--- config.mk ---
export PLATFORM = sky130hd
export DESIGN_NAME = crc8_packet_framer_core
export DESIGN_NICKNAME = d
export VERILOG_FILES = /design/src/rtl/cpf_pkg.sv /design/src/rtl/cpf_front.sv /design/src/rtl/cpf_queue.sv /design/src/rtl/cpf_back.sv /design/src/rtl/crc8_packet_framer_core.sv
export VERILOG_INCLUDE_DIRS = /design/src /design/src/rtl
export SDC_FILE = /design/constraint.sdc
export NUM_CORES = 1
export LEC_CHECK = 0
export BUFFER_PORTS_ARGS = -buffer_cell sky130_fd_sc_hd__buf_2
export CAP_MARGIN = 5
export CORE_MARGIN = 2
export CORE_UTILIZATION = 60
export CTS_BUF_LIST = sky130_fd_sc_hd__clkbuf_4 sky130_fd_sc_hd__clkbuf_8 sky130_fd_sc_hd__clkbuf_16
export CTS_CLUSTER_SIZE = 14
export DETAILED_ROUTE_END_ITERATION = 10
export PLACE_DENSITY_LB_ADDON = 0.12
export SETUP_SLACK_MARGIN = 0.5
export SYNTH_ARGS = -nofsm -noshare
export SYNTH_HDL_FRONTEND = slang
export SYNTH_SLANG_ARGS = --single-unit
--- constraint.sdc ---
create_clock -name clock -period 4.6 [get_ports clock]
set_clock_uncertainty 0.2 [all_clocks]
set_input_delay 0.92 -clock clock [delete_from_list [all_inputs] [get_ports clock]]
set_output_delay 0.92 -clock clock [all_outputs]
set_load 0.005 [all_outputs]
--- src/rtl/crc8_packet_framer_core_defines.svh ---
// assertion macros shared by the framer modules
`ifndef CRC8_PACKET_FRAMER_CORE_DEFINES_SVH
`define CRC8_PACKET_FRAMER_CORE_DEFINES_SVH

// property that must hold at every clock edge outside reset
`define CPF_ASSERT_ALWAYS(lbl, expr, msg) \
   lbl: assert property (@(posedge clock) disable iff (reset) (expr)) else $error(msg);

// consequence that must hold in the cycle after the trigger
`define CPF_ASSERT_NEXT(lbl, ante, cons, msg) \
   lbl: assert property (@(posedge clock) disable iff (reset) (ante) |=> (cons)) \
      else $error(msg);

`endif

--- src/rtl/cpf_pkg.sv ---
// types, constants and crc function of the crc-8 packet framer
package cpf_pkg;

   localparam logic [7:0] CRC_POLY   = 8'h31;
   localparam logic [7:0] CRC_MSB    = 8'h80;
   localparam logic [7:0] CRC_INIT   = 8'h00;
   localparam logic [7:0] SYNC_RESET = 8'hAA;

   localparam logic ACTION_START   = 1'b0;
   localparam logic ACTION_PAYLOAD = 1'b1;

   // byte index of the trailing crc for each kind of entry
   localparam logic [2:0] HDR_CRC_IDX = 3'd4;
   localparam logic [2:0] PAY_CRC_IDX = 3'd1;

   // one queued unit of output work
   typedef struct packed {
      logic            is_header;
      logic            with_crc;
      logic [7:0]      crc;
      logic [3:0][7:0] bytes;
   } cpf_entry_type;

   // head of the work queue as seen by the back end
   typedef struct packed {
      logic          valid;
      cpf_entry_type entry;
   } cpf_head_type;

   // msb-first crc-8 update by one byte
   function automatic logic [7:0] crc8_fold(input logic [7:0] crc, input logic [7:0] data);
      logic [7:0] c;
      c = crc ^ data;
      for (int b = 0; b < 8; b++) begin
         if ((c & CRC_MSB) != 8'h00) begin
            c = (c << 1) ^ CRC_POLY;
         end else begin
            c = c << 1;
         end
      end
      return c;
   endfunction

endpackage

--- src/rtl/cpf_front.sv ---
// front end: accepts items, tracks packet state and crc, builds work entries
module cpf_front
   import cpf_pkg::*;
(
   input  logic          clock,
   input  logic          reset,
   input  logic          csr_write,
   input  logic [7:0]    csr_wdata,
   input  logic          req_push,
   input  logic          req_action,
   input  logic [7:0]    req_packet_type,
   input  logic [15:0]   req_payload_length,
   input  logic [7:0]   req_data_byte,
   input  logic          req_last_byte,
   input  logic          queue_full,
   output logic          queue_write,
   output cpf_entry_type queue_entry
);

   logic [7:0] sync_ff, sync_in;
   logic [7:0] crc_ff, crc_in;
   logic       in_packet_ff, in_packet_in;
   logic       accept;
   logic       len_zero;
   logic [7:0] hdr_crc;
   logic [7:0] pay_crc;

   assign accept   = req_push && !queue_full;
   assign len_zero = (req_payload_length == 16'h0000);

   // header crc over type and both length bytes, payload crc over one byte
   assign hdr_crc = crc8_fold(crc8_fold(crc8_fold(CRC_INIT, req_packet_type),
                                        req_payload_length[7:0]),
                              req_payload_length[15:8]);
   assign pay_crc = crc8_fold(crc_ff, req_data_byte);

   // classify the item and build its entry
   always_comb begin
      sync_in      = csr_write ? csr_wdata : sync_ff;
      crc_in       = crc_ff;
      in_packet_in = in_packet_ff;
      queue_write  = 1'b0;
      queue_entry  = '0;
      if (req_action == ACTION_START) begin
         queue_entry.is_header = 1'b1;
         queue_entry.with_crc  = len_zero;
         queue_entry.crc       = hdr_crc;
         queue_entry.bytes     = {req_payload_length[15:8], req_payload_length[7:0],
                                  req_packet_type, sync_ff};
         if (accept) begin
            queue_write  = 1'b1;
            crc_in       = hdr_crc;
            in_packet_in = !len_zero;
         end
      end else begin
         queue_entry.is_header = 1'b0;
         queue_entry.with_crc  = req_last_byte;
         queue_entry.crc       = pay_crc;
         queue_entry.bytes     = {24'h000000, req_data_byte};
         // payload outside a packet is dropped without any transfer out
         if (accept && in_packet_ff) begin
            queue_write  = 1'b1;
            crc_in       = pay_crc;
            in_packet_in = !req_last_byte;
         end
      end
   end

   // packet state and sync register
   always_ff @(posedge clock) begin
      if (reset) begin
         sync_ff      <= SYNC_RESET;
         crc_ff       <= CRC_INIT;
         in_packet_ff <= 1'b0;
      end else begin
         sync_ff      <= sync_in;
         crc_ff       <= crc_in;
         in_packet_ff <= in_packet_in;
      end
   end

endmodule

--- src/rtl/cpf_queue.sv ---
// work queue between front end and back end
`include "crc8_packet_framer_core_defines.svh"
module cpf_queue
   import cpf_pkg::*;
#(
   parameter int DEPTH = 4
) (
   input  logic          clock,
   input  logic          reset,
   input  logic          write_en,
   input  cpf_entry_type write_entry,
   input  logic          read_en,
   output logic          full,
   output cpf_head_type  head
);

   localparam int PTR_W = (DEPTH > 1) ? $clog2(DEPTH) : 1;
   localparam int CNT_W = $clog2(DEPTH + 1);

   cpf_entry_type          slots_ff [DEPTH];
   logic [PTR_W-1:0]       wr_ptr_ff, wr_ptr_in;
   logic [PTR_W-1:0]       rd_ptr_ff, rd_ptr_in;
   logic [CNT_W-1:0]       count_ff, count_in;
   logic                   do_read;

   assign full       = (count_ff == CNT_W'(DEPTH));
   assign head.valid = (count_ff != '0);
   assign head.entry = slots_ff[rd_ptr_ff];
   assign do_read    = read_en && head.valid;

   // pointer and fill count update
   always_comb begin
      wr_ptr_in = wr_ptr_ff;
      rd_ptr_in = rd_ptr_ff;
      count_in  = count_ff;
      if (write_en) begin
         wr_ptr_in = (wr_ptr_ff == PTR_W'(DEPTH - 1)) ? '0 : wr_ptr_ff + 1'b1;
      end
      if (do_read) begin
         rd_ptr_in = (rd_ptr_ff == PTR_W'(DEPTH - 1)) ? '0 : rd_ptr_ff + 1'b1;
      end
      case ({write_en, do_read})
         2'b10:   count_in = count_ff + 1'b1;
         2'b01:   count_in = count_ff - 1'b1;
         default: count_in = count_ff;
      endcase
   end

   always_ff @(posedge clock) begin
      if (reset) begin
         wr_ptr_ff <= '0;
         rd_ptr_ff <= '0;
         count_ff  <= '0;
      end else begin
         wr_ptr_ff <= wr_ptr_in;
         rd_ptr_ff <= rd_ptr_in;
         count_ff  <= count_in;
      end
   end

   // entry storage, no reset needed
   always_ff @(posedge clock) begin
      if (write_en) begin
         slots_ff[wr_ptr_ff] <= write_entry;
      end
   end

   `CPF_ASSERT_ALWAYS(a_count_bound, count_ff <= CNT_W'(DEPTH), "queue count above depth")
   `CPF_ASSERT_ALWAYS(a_no_write_full, !(write_en && full), "queue written while full")
   `CPF_ASSERT_NEXT(a_count_up, write_en && !do_read, count_ff == $past(count_ff) + 1'b1,
                    "queue count did not grow on write")

endmodule

--- src/rtl/cpf_back.sv ---
// back end: serializes queued entries into bytes through the output register
`include "crc8_packet_framer_core_defines.svh"
module cpf_back
   import cpf_pkg::*;
(
   input  logic         clock,
   input  logic         reset,
   input  cpf_head_type head,
   output logic         queue_read,
   input  logic         rsp_pop,
   output logic         rsp_empty,
   output logic [7:0]   rsp_out_byte,
   output logic         rsp_is_crc,
   output logic         rsp_end_of_run
);

   logic [2:0] idx_ff, idx_in;
   logic       out_valid_ff, out_valid_in;
   logic [7:0] out_byte_ff, out_byte_in;
   logic       out_crc_ff, out_crc_in;
   logic       out_end_ff, out_end_in;
   logic       slot_free;
   logic       emit;
   logic [2:0] crc_idx;
   logic [2:0] last_idx;
   logic       at_crc;
   logic       at_last;

   assign slot_free = !out_valid_ff || rsp_pop;
   assign emit      = slot_free && head.valid;

   // position of the crc and of the final byte for the head entry
   assign crc_idx  = head.entry.is_header ? HDR_CRC_IDX : PAY_CRC_IDX;
   assign last_idx = head.entry.with_crc ? crc_idx : crc_idx - 1'b1;
   assign at_crc   = head.entry.with_crc && (idx_ff == crc_idx);
   assign at_last  = (idx_ff == last_idx);

   assign queue_read = emit && at_last;

   // byte selection and output register load
   always_comb begin
      idx_in       = idx_ff;
      out_valid_in = out_valid_ff && !rsp_pop;
      out_byte_in  = out_byte_ff;
      out_crc_in   = out_crc_ff;
      out_end_in   = out_end_ff;
      if (emit) begin
         out_valid_in = 1'b1;
         out_byte_in  = at_crc ? head.entry.crc : head.entry.bytes[idx_ff[1:0]];
         out_crc_in   = at_crc;
         out_end_in   = at_last;
         idx_in       = at_last ? 3'd0 : idx_ff + 3'd1;
      end
   end

   always_ff @(posedge clock) begin
      if (reset) begin
         idx_ff       <= 3'd0;
         out_valid_ff <= 1'b0;
      end else begin
         idx_ff       <= idx_in;
         out_valid_ff <= out_valid_in;
      end
   end

   // result payload, no reset needed
   always_ff @(posedge clock) begin
      out_byte_ff <= out_byte_in;
      out_crc_ff  <= out_crc_in;
      out_end_ff  <= out_end_in;
   end

   assign rsp_empty      = !out_valid_ff;
   assign rsp_out_byte   = out_byte_ff;
   assign rsp_is_crc     = out_crc_ff;
   assign rsp_end_of_run = out_end_ff;

   `CPF_ASSERT_ALWAYS(a_mid_entry_head, (idx_ff == 3'd0) || head.valid,
                      "serializer mid entry with empty queue")
   `CPF_ASSERT_ALWAYS(a_idx_bound, !head.valid || (idx_ff <= last_idx),
                      "serializer index past last byte")
   `CPF_ASSERT_NEXT(a_crc_ends_run, emit && at_crc, out_crc_ff && out_end_ff,
                    "crc byte not flagged as end of run")

endmodule

--- src/rtl/crc8_packet_framer_core.sv ---
// top level of the crc-8 packet framer
// Framer that wraps payload bytes between a sync/type/length header and a
// trailing CRC-8 (poly 0x31, msb first, init 0, covering type, length and
// payload). A start item yields four result bytes, five when its length is
// zero; a payload item yields one byte, two when flagged last; payload items
// outside a packet are dropped. The front end takes one item per cycle while
// the work queue (QUEUE_DEPTH entries) has room; the back end serializer emits
// one result byte per cycle while its output register is empty or popped, so
// a stream of payload bytes runs at one item per cycle when rsp_pop keeps up.
// The first result passes the work queue, then the output register. sync_byte
// is written through csr_write/csr_wdata and resets to 0xAA.
module crc8_packet_framer_core
   import cpf_pkg::*;
#(
   parameter int QUEUE_DEPTH = 4
) (
   input  logic        clock,
   input  logic        reset,
   input  logic        csr_write,
   input  logic [7:0]  csr_wdata,
   input  logic        req_push,
   output logic        req_full,
   input  logic        req_action,
   input  logic [7:0]  req_packet_type,
   input  logic [15:0] req_payload_length,
   input  logic [7:0]  req_data_byte,
   input  logic        req_last_byte,
   output logic        rsp_empty,
   input  logic        rsp_pop,
   output logic [7:0]  rsp_out_byte,
   output logic        rsp_is_crc,
   output logic        rsp_end_of_run
);

   logic          queue_write;
   logic          queue_read;
   cpf_entry_type queue_entry;
   cpf_head_type  queue_head;

   // front end
   cpf_front u_front (
      .clock              (clock),
      .reset              (reset),
      .csr_write          (csr_write),
      .csr_wdata          (csr_wdata),
      .req_push           (req_push),
      .req_action         (req_action),
      .req_packet_type    (req_packet_type),
      .req_payload_length (req_payload_length),
      .req_data_byte      (req_data_byte),
      .req_last_byte      (req_last_byte),
      .queue_full         (req_full),
      .queue_write        (queue_write),
      .queue_entry        (queue_entry)
   );

   // work queue
   cpf_queue #(
      .DEPTH (QUEUE_DEPTH)
   ) u_queue (
      .clock       (clock),
      .reset       (reset),
      .write_en    (queue_write),
      .write_entry (queue_entry),
      .read_en     (queue_read),
      .full        (req_full),
      .head        (queue_head)
   );

   // back end
   cpf_back u_back (
      .clock          (clock),
      .reset          (reset),
      .head           (queue_head),
      .queue_read     (queue_read),
      .rsp_pop        (rsp_pop),
      .rsp_empty      (rsp_empty),
      .rsp_out_byte   (rsp_out_byte),
      .rsp_is_crc     (rsp_is_crc),
      .rsp_end_of_run (rsp_end_of_run)
   );

endmodule
# Yosys cells after proc, flatten, opt, wreduce, memory -nomap -nowiden
# Memory sizes are Yosys's and may differ from the RTL's. A register that Yosys moved wholly into a read port is not among the register bits.
# Index checks and enable logic that the tools add are counted.
[classes]
n_eq_ne = 8
bitwise = 35
magnitude_cmp = 1
reduce_logical = 18
add_sub_neg = 6
muxes = 56
[ops]
columns = ["cell", "count"]
rows = [
  ["6-bit 2-to-1 mux", 32],
  ["3-bit NOT", 32],
  ["42-bit 2-to-1 mux", 1],
  ["8-bit 2-to-1 mux", 5],
  ["8-bit bitwise XOR", 3],
  ["8-bit binary-select mux with 2-bit select", 1],
  ["16-bit zero test", 1],
  ["1-bit 2-to-1 mux", 9],
  ["3-bit 2-to-1 mux", 3],
  ["2-bit 2-to-1 mux", 4],
  ["1-bit logical AND", 7],
  ["3-bit by 1-bit adder with 3-bit output, second input constant", 2],
  ["2-bit equality test, second input constant", 3],
  ["3-bit equality test", 2],
  ["3-bit case mux with 2 select lines", 1],
  ["3-bit by 1-bit subtractor with 3-bit output, second input constant", 2],
  ["1-bit zero test", 5],
  ["2-bit by 1-bit adder with 2-bit output, second input constant", 2],
  ["2-bit nonzero test", 2],
  ["3-bit equality test, second input constant", 1],
  ["2-bit by 3-bit less-than comparator with 1-bit output, second input constant", 1],
  ["3-bit nonzero test", 1],
  ["2-bit by 1-bit equality test with 1-bit output, second input constant", 1],
  ["2-bit by 1-bit != test with 1-bit output, second input constant", 1],
  ["other kinds (2)", 2],
]
[word_totals]
wordCells = 136
mem_bits_rw = 168
n_memories = 1
regBits = 38
out_inout_bits = 12
inputBits = 47
[mem_list]
columns = ["name", "words", "width", "rd", "rd_ports_with_merged_regs", "wr", "line_no", "rtl"]
rows = [
  ["u_queue.slots_ff", 4, 42, 1, 1, 1, "cpf_queue.sv:20", "cpf_entry_type slots_ff [DEPTH];"],
]

# Logic depth before layout (Yosys ltp)
[logic_depth]
word_depth = 52
ltp_mapped = 14
ltp_nobuf = 13

# Modules after synthesis
# Synthesis repeated with hierarchy kept, for this count alone.
[unflattened]
cells_unflattened = 531
area_unflattened_um2 = 9356.5
[modules_own_cells]
columns = ["module", "seq_area_each_um2", "area_each_um2", "instances", "cells_each"]
rows = [
  ["cpf_queue", 5225.0, 6573.8, 1, 269],
  ["cpf_front", 340.3, 1865.5, 1, 198],
  ["cpf_back", 380.4, 917.1, 1, 64],
]

# Worst setup path after synthesis
# Ideal clock, no wire load.
[synth_timing]
path_kind = "in2reg"
startpoint = "in req_packet_type[5]"
endpoint = "reg u_front.crc_ff[4]"
required_time_ns = 4.272
arrival_ns = 3.328
path_stages = 8
setup_ns = 0.128
setup_slack_ns = 0.944
path_cell_list = "buf_4 -> xnor3_2 -> xnor3_2 -> xnor2_2 -> xnor3_2 -> xnor3_1 -> a222oi_1 -> nor2_1"
[synth_between]
elab_chain_cells = 21
elab_cells_between_ends = 41
[synth_lines]
columns = ["element", "line_no", "rtl"]
rows = [
  ["from (decl)", "crc8_packet_framer_core.sv:24", "input logic [7:0] req_packet_type,"],
  ["6-bit 2-to-1 mux *", "cpf_pkg.sv:35", "if ((c & CRC_MSB) != 8'h00) begin"],
  ["6-bit 2-to-1 mux", "cpf_pkg.sv:35", ""],
  ["8-bit bitwise XOR *", "cpf_pkg.sv:33", "c = crc ^ data;"],
  ["6-bit 2-to-1 mux", "cpf_pkg.sv:35", ""],
  ["6-bit 2-to-1 mux, or another cell as far along", "cpf_pkg.sv:35", ""],
  ["6-bit 2-to-1 mux", "cpf_pkg.sv:35", ""],
  ["6-bit 2-to-1 mux / 3-bit NOT (equally long branches) (2 in series)", "n/a", ""],
  ["3-bit NOT (no source line), or another cell as far along", "n/a", ""],
  ["(+2 left out)", "n/a", ""],
  ["3-bit NOT (no source line) / 8-bit bitwise XOR (equally long branches)", "n/a", ""],
  ["6-bit 2-to-1 mux (2 in series)", "cpf_pkg.sv:35", ""],
  ["6-bit 2-to-1 mux *", "cpf_pkg.sv:35", ""],
  ["6-bit 2-to-1 mux (2 in series)", "cpf_pkg.sv:35", ""],
  ["3-bit NOT (no source line)", "n/a", ""],
  ["6-bit 2-to-1 mux *", "cpf_pkg.sv:35", ""],
  ["8-bit 2-to-1 mux *", "cpf_front.sv:50", "if (accept) begin"],
  ["8-bit 2-to-1 mux *", "cpf_front.sv:44", "if (req_action == ACTION_START) begin"],
  ["to (signal assigned)", "cpf_front.sv:77", "crc_ff <= crc_in;"],
  ["to (decl)", "cpf_front.sv:21", "logic [7:0] crc_ff, crc_in;"],
]
# Every way passes the cells marked *; elsewhere a longest branch is shown, timed or not. The select of a mux whose other input is x is not followed.
# A chain may end at the register's enable or synchronous reset.

==> results.ini <==
[status]
outcome = finished, final reports clean

[logic_synthesis]
seq_area_frac_synth = 0.6462
synth.area.top_cells = edfxtp_1 (58%), mux4_2 (12%), dfxtp_1 (6.5%)
synth_compound_area_frac = 0.02271
synth_area_per_cell_sq_um = 17.17
yosys.cell_types.count = 42
syn-cell-area_sq_um = 9201
synthXorXnorAreaFrac = 0.09750
synthesis.nets = 593
synthSimpleGateAreaFrac = 0.05344
netlist_instances = 536
synth_top_area_cell = edfxtp_1
yosys_register_bits = 208
ys_warn_count = 0
synth_fa_ha_area_frac = 0.01441
synth_top_family_by_area = multiplexers
netlist.area_leader.share = 0.5809
synthMuxAreaShare = 0.1507

[global_routing]
grt_pass1_wl_mm = 28.84
use_met1 = 0.3425
grt_busiest_layer = met2
grt_max_degree = 51
use_met3 = 0.03422
use_met2 = 0.3948
grt_pass1_vias = 5067
overflow = 0
grt_use_total = 0.2397
antenna_found_initial = 0

[floorplan]
rows = 45
ios = 59
start_util = 0.6098
design.core.area_sq_um = 15090
die_w_um = 127.8
dieArea_sq_um = 16340
dieHeight_um = 127.8

[setup_path]
crit_type = flip-flop to flip-flop
arrival_ns = 3.87
worstSetupStartpointType = flip-flop
cp.required_ns = 4.82
endpoint_kind = flip-flop
path_max_fanout = 6

[timing]
worst_slew_pin_slew_ns = 1.068
setup_viol = 0
fmax_mhz = 273.7
finalHoldViolCount = 0
rsz0062_at_grt = no
slew_violations = 0
period_share = 0.7943
period_needed_ns = 3.654
slew_headroom = 0.2784
setup_tns_ns = 0

[clock_network]
cts_tree = built
post-cts-setup-buffers = 0
numCtsBuffers = 22
cts.htree.levels = 1
clockBufferDepth = 3
clockRootBuffer = clkbuf_16
path_clk_slew_ns = 0.06
cts_num_sinks = 208
clkLatencyLatePin_ns = 0.50

[layout]
diodes = 0
n_fill_cell = 985
final_layout_size_suffix_gt1_frac = 0.3008
fin_nets = 666
synthToLayoutAreaGrowth_pct = 13.80
final_util = 0.6939

[power]
leakagePower_nw = 3.711
irDropWorstVdd_mv = 0.3297
p_int_mw = 4.213
pwr-share-clk = 0.290
power_frac_comb = 0.293
sw_frac_of_total = 0.2813
switchingPower_mw = 1.649
seqPwrFrac = 0.417
powerDensity_nw_per_um2 = 559.8

[routing]
drtIter0Drc = 475
wl_mm = 18.73
wl_per_cell_um = 23.03
routed_via_density = 6.023
num_vias = 4897
drc = 0
dr.pass1.iters = 5
antenna_left = 0

[min_path]
holdCritPathClass = flip-flop to flip-flop

[place]
hpwl_mm = 12.78
place_congestion = 0.9242
portBuffers = 58

[flow_run]
maxCapViolCount = 0

## synth_stat cells
cell type / n
xnor2_2: 1
a31oi_1: 1
o21a_1: 2
clkbuf_1: 17
xor2_1: 16
xnor3_1: 11
xnor2_1: 40
nor4_1: 3
xnor3_2: 3
edfxtp_1: 178
a21oi_1: 15
and3_1: 1
nor3_1: 8
xor3_1: 3
a22oi_1: 1
fa_1: 1
mux2i_1: 8
ha_1: 9
buf_4: 1
and2_1: 5
o32ai_1: 1
nand2_1: 21
nand4_1: 1
o41ai_1: 1
a221oi_1: 2
a222oi_1: 1
inv_1: 12
nand2b_1: 2
o21ai_0: 5
mux2_2: 16
a221o_1: 1
nor4b_1: 1
nor2_1: 32
o211a_1: 1
a21o_1: 1
nor2b_1: 25
a211oi_1: 1
mux4_2: 50
clkinv_1: 1
buf_1: 5
or3_1: 2
dfxtp_1: 30
## final timing paths
check	from	endpoint	slack [ns]	depth (start not counted)
max	flip-flop	u_queue.count_ff[2]	0.95	12
min	u_queue.rd_ptr_ff[1]	flip-flop	0.27	2
max reg2reg	flip-flop	u_queue.count_ff[2]	0.95	12
min reg2reg	u_queue.rd_ptr_ff[1]	flip-flop	0.27	2
## placed cells by master (no fill, tap or decap), types with 2 or more instances in the layout
master,synthesis,final
xnor3_2,3,3
buf_2,0,58
clkinv_2,0,3
xor2_1,16,16
nor4_1,3,3
a221oi_1,2,2
nor3_1,8,7
and2_2,0,4
mux2i_1,8,8
ha_1,9,9
dfxtp_2,0,2
mux4_2,50,50
mux2_2,16,16
o21a_1,2,2
clkinv_1,1,2
nor2_1,32,32
dfxtp_1,30,28
a21oi_1,15,15
edfxtp_1,178,178
xor3_1,3,3
clkbuf_4,0,8
o21ai_0,5,5
clkbuf_16,0,23
nand2_1,21,21
or3_1,2,2
inv_1,12,12
xnor2_1,40,40
nor2b_1,25,25
clkbuf_8,0,4
nand2b_1,2,2
xnor3_1,11,11
buf_4,1,14
## registers in the layout, indices dropped and copies added (netlist names), named ones only
name and count:
u_back.idx_ff 3, u_back.rsp_end_of_run 1, u_queue.count_ff 3, u_back.out_valid_ff 1
u_queue.wr_ptr_ff 2, u_queue.slots_ff 168, u_back.rsp_out_byte 8, u_back.rsp_is_crc 1
u_front.crc_ff 8, u_queue.rd_ptr_ff 2, u_front.in_packet_ff 1, u_front.sync_ff 8
## repair_timing
item,CTS,global route
resized for setup,0,1
setup endpoints to repair,0,1
hold buffers,0,0
## logic make-up (layout without fill, tap and decap cells)
group | Yosys count | count (layout)
flops | 208 | 208
simple gates | 101 | 101
mux | 74 | 74
buf+inv | 36 | 125
fa+ha+maj | 10 | 10
compound gates | 33 | 33
xor+xnor | 74 | 74
## layer usage
metal  part of all wire  vias to the layer above
met4              0.017                        0
met3              0.060                       23
met2               0.49                      176
met5                  0                        -
li1                   -                     2194
met1               0.43                     2504
## worst max-delay path, cell delays in order (launching register included)
cell	delay, ns
dfxtp_2	0.38
mux4_2	0.56
ha_1	0.34
xnor2_1	0.15
nor3_2	0.33
nand2_1	0.17
inv_1	0.12
ha_1	0.19
inv_1	0.07
fa_1	0.43
xor2_1	0.16
or3_1	0.31
a21oi_1	0.16
## power groups by stage
stage / Combinational, mW / Sequential [mW] / Clock, mW
floorplan: 1.28 / 2.47 / 0
global placement: 1.69 / 2.47 / 0
detailed placement: 1.73 / 2.49 / 0
CTS: 1.73 / 2.45 / 1.73
global route: 1.87 / 2.46 / 1.81
finish: 1.72 / 2.44 / 1.70
## stage by stage
step                area [sq um]  setup WS (ns)  hold slack (ns)  instances  power (mW)
finish                     10470         0.9464           0.2706        813       5.862
global route               10470         0.6654           0.3100        813       6.138
CTS                        10470         0.7882           0.2760        813       5.906
detailed placement          9749         0.7194           0.2665        773       4.212
global placement            9749         0.7733           0.2506        773       4.167
floorplan                   9201         0.9441           0.2369        536       3.751
## cell type report
type                            instances  area (sq um)  area share
Clock buffer                           35         690.7     0.06596
Clock inverter                          5         26.28    0.002509
Inverter                               13         48.80    0.004660
Multi-Input combinational cell        292          3127      0.2986
Sequential cell                       208          5948      0.5680
Tap cell                              188         235.2     0.02246
Timing Repair Buffer                   72         395.4     0.03776
No activity file was read; power rests on OpenSTA's default activity.
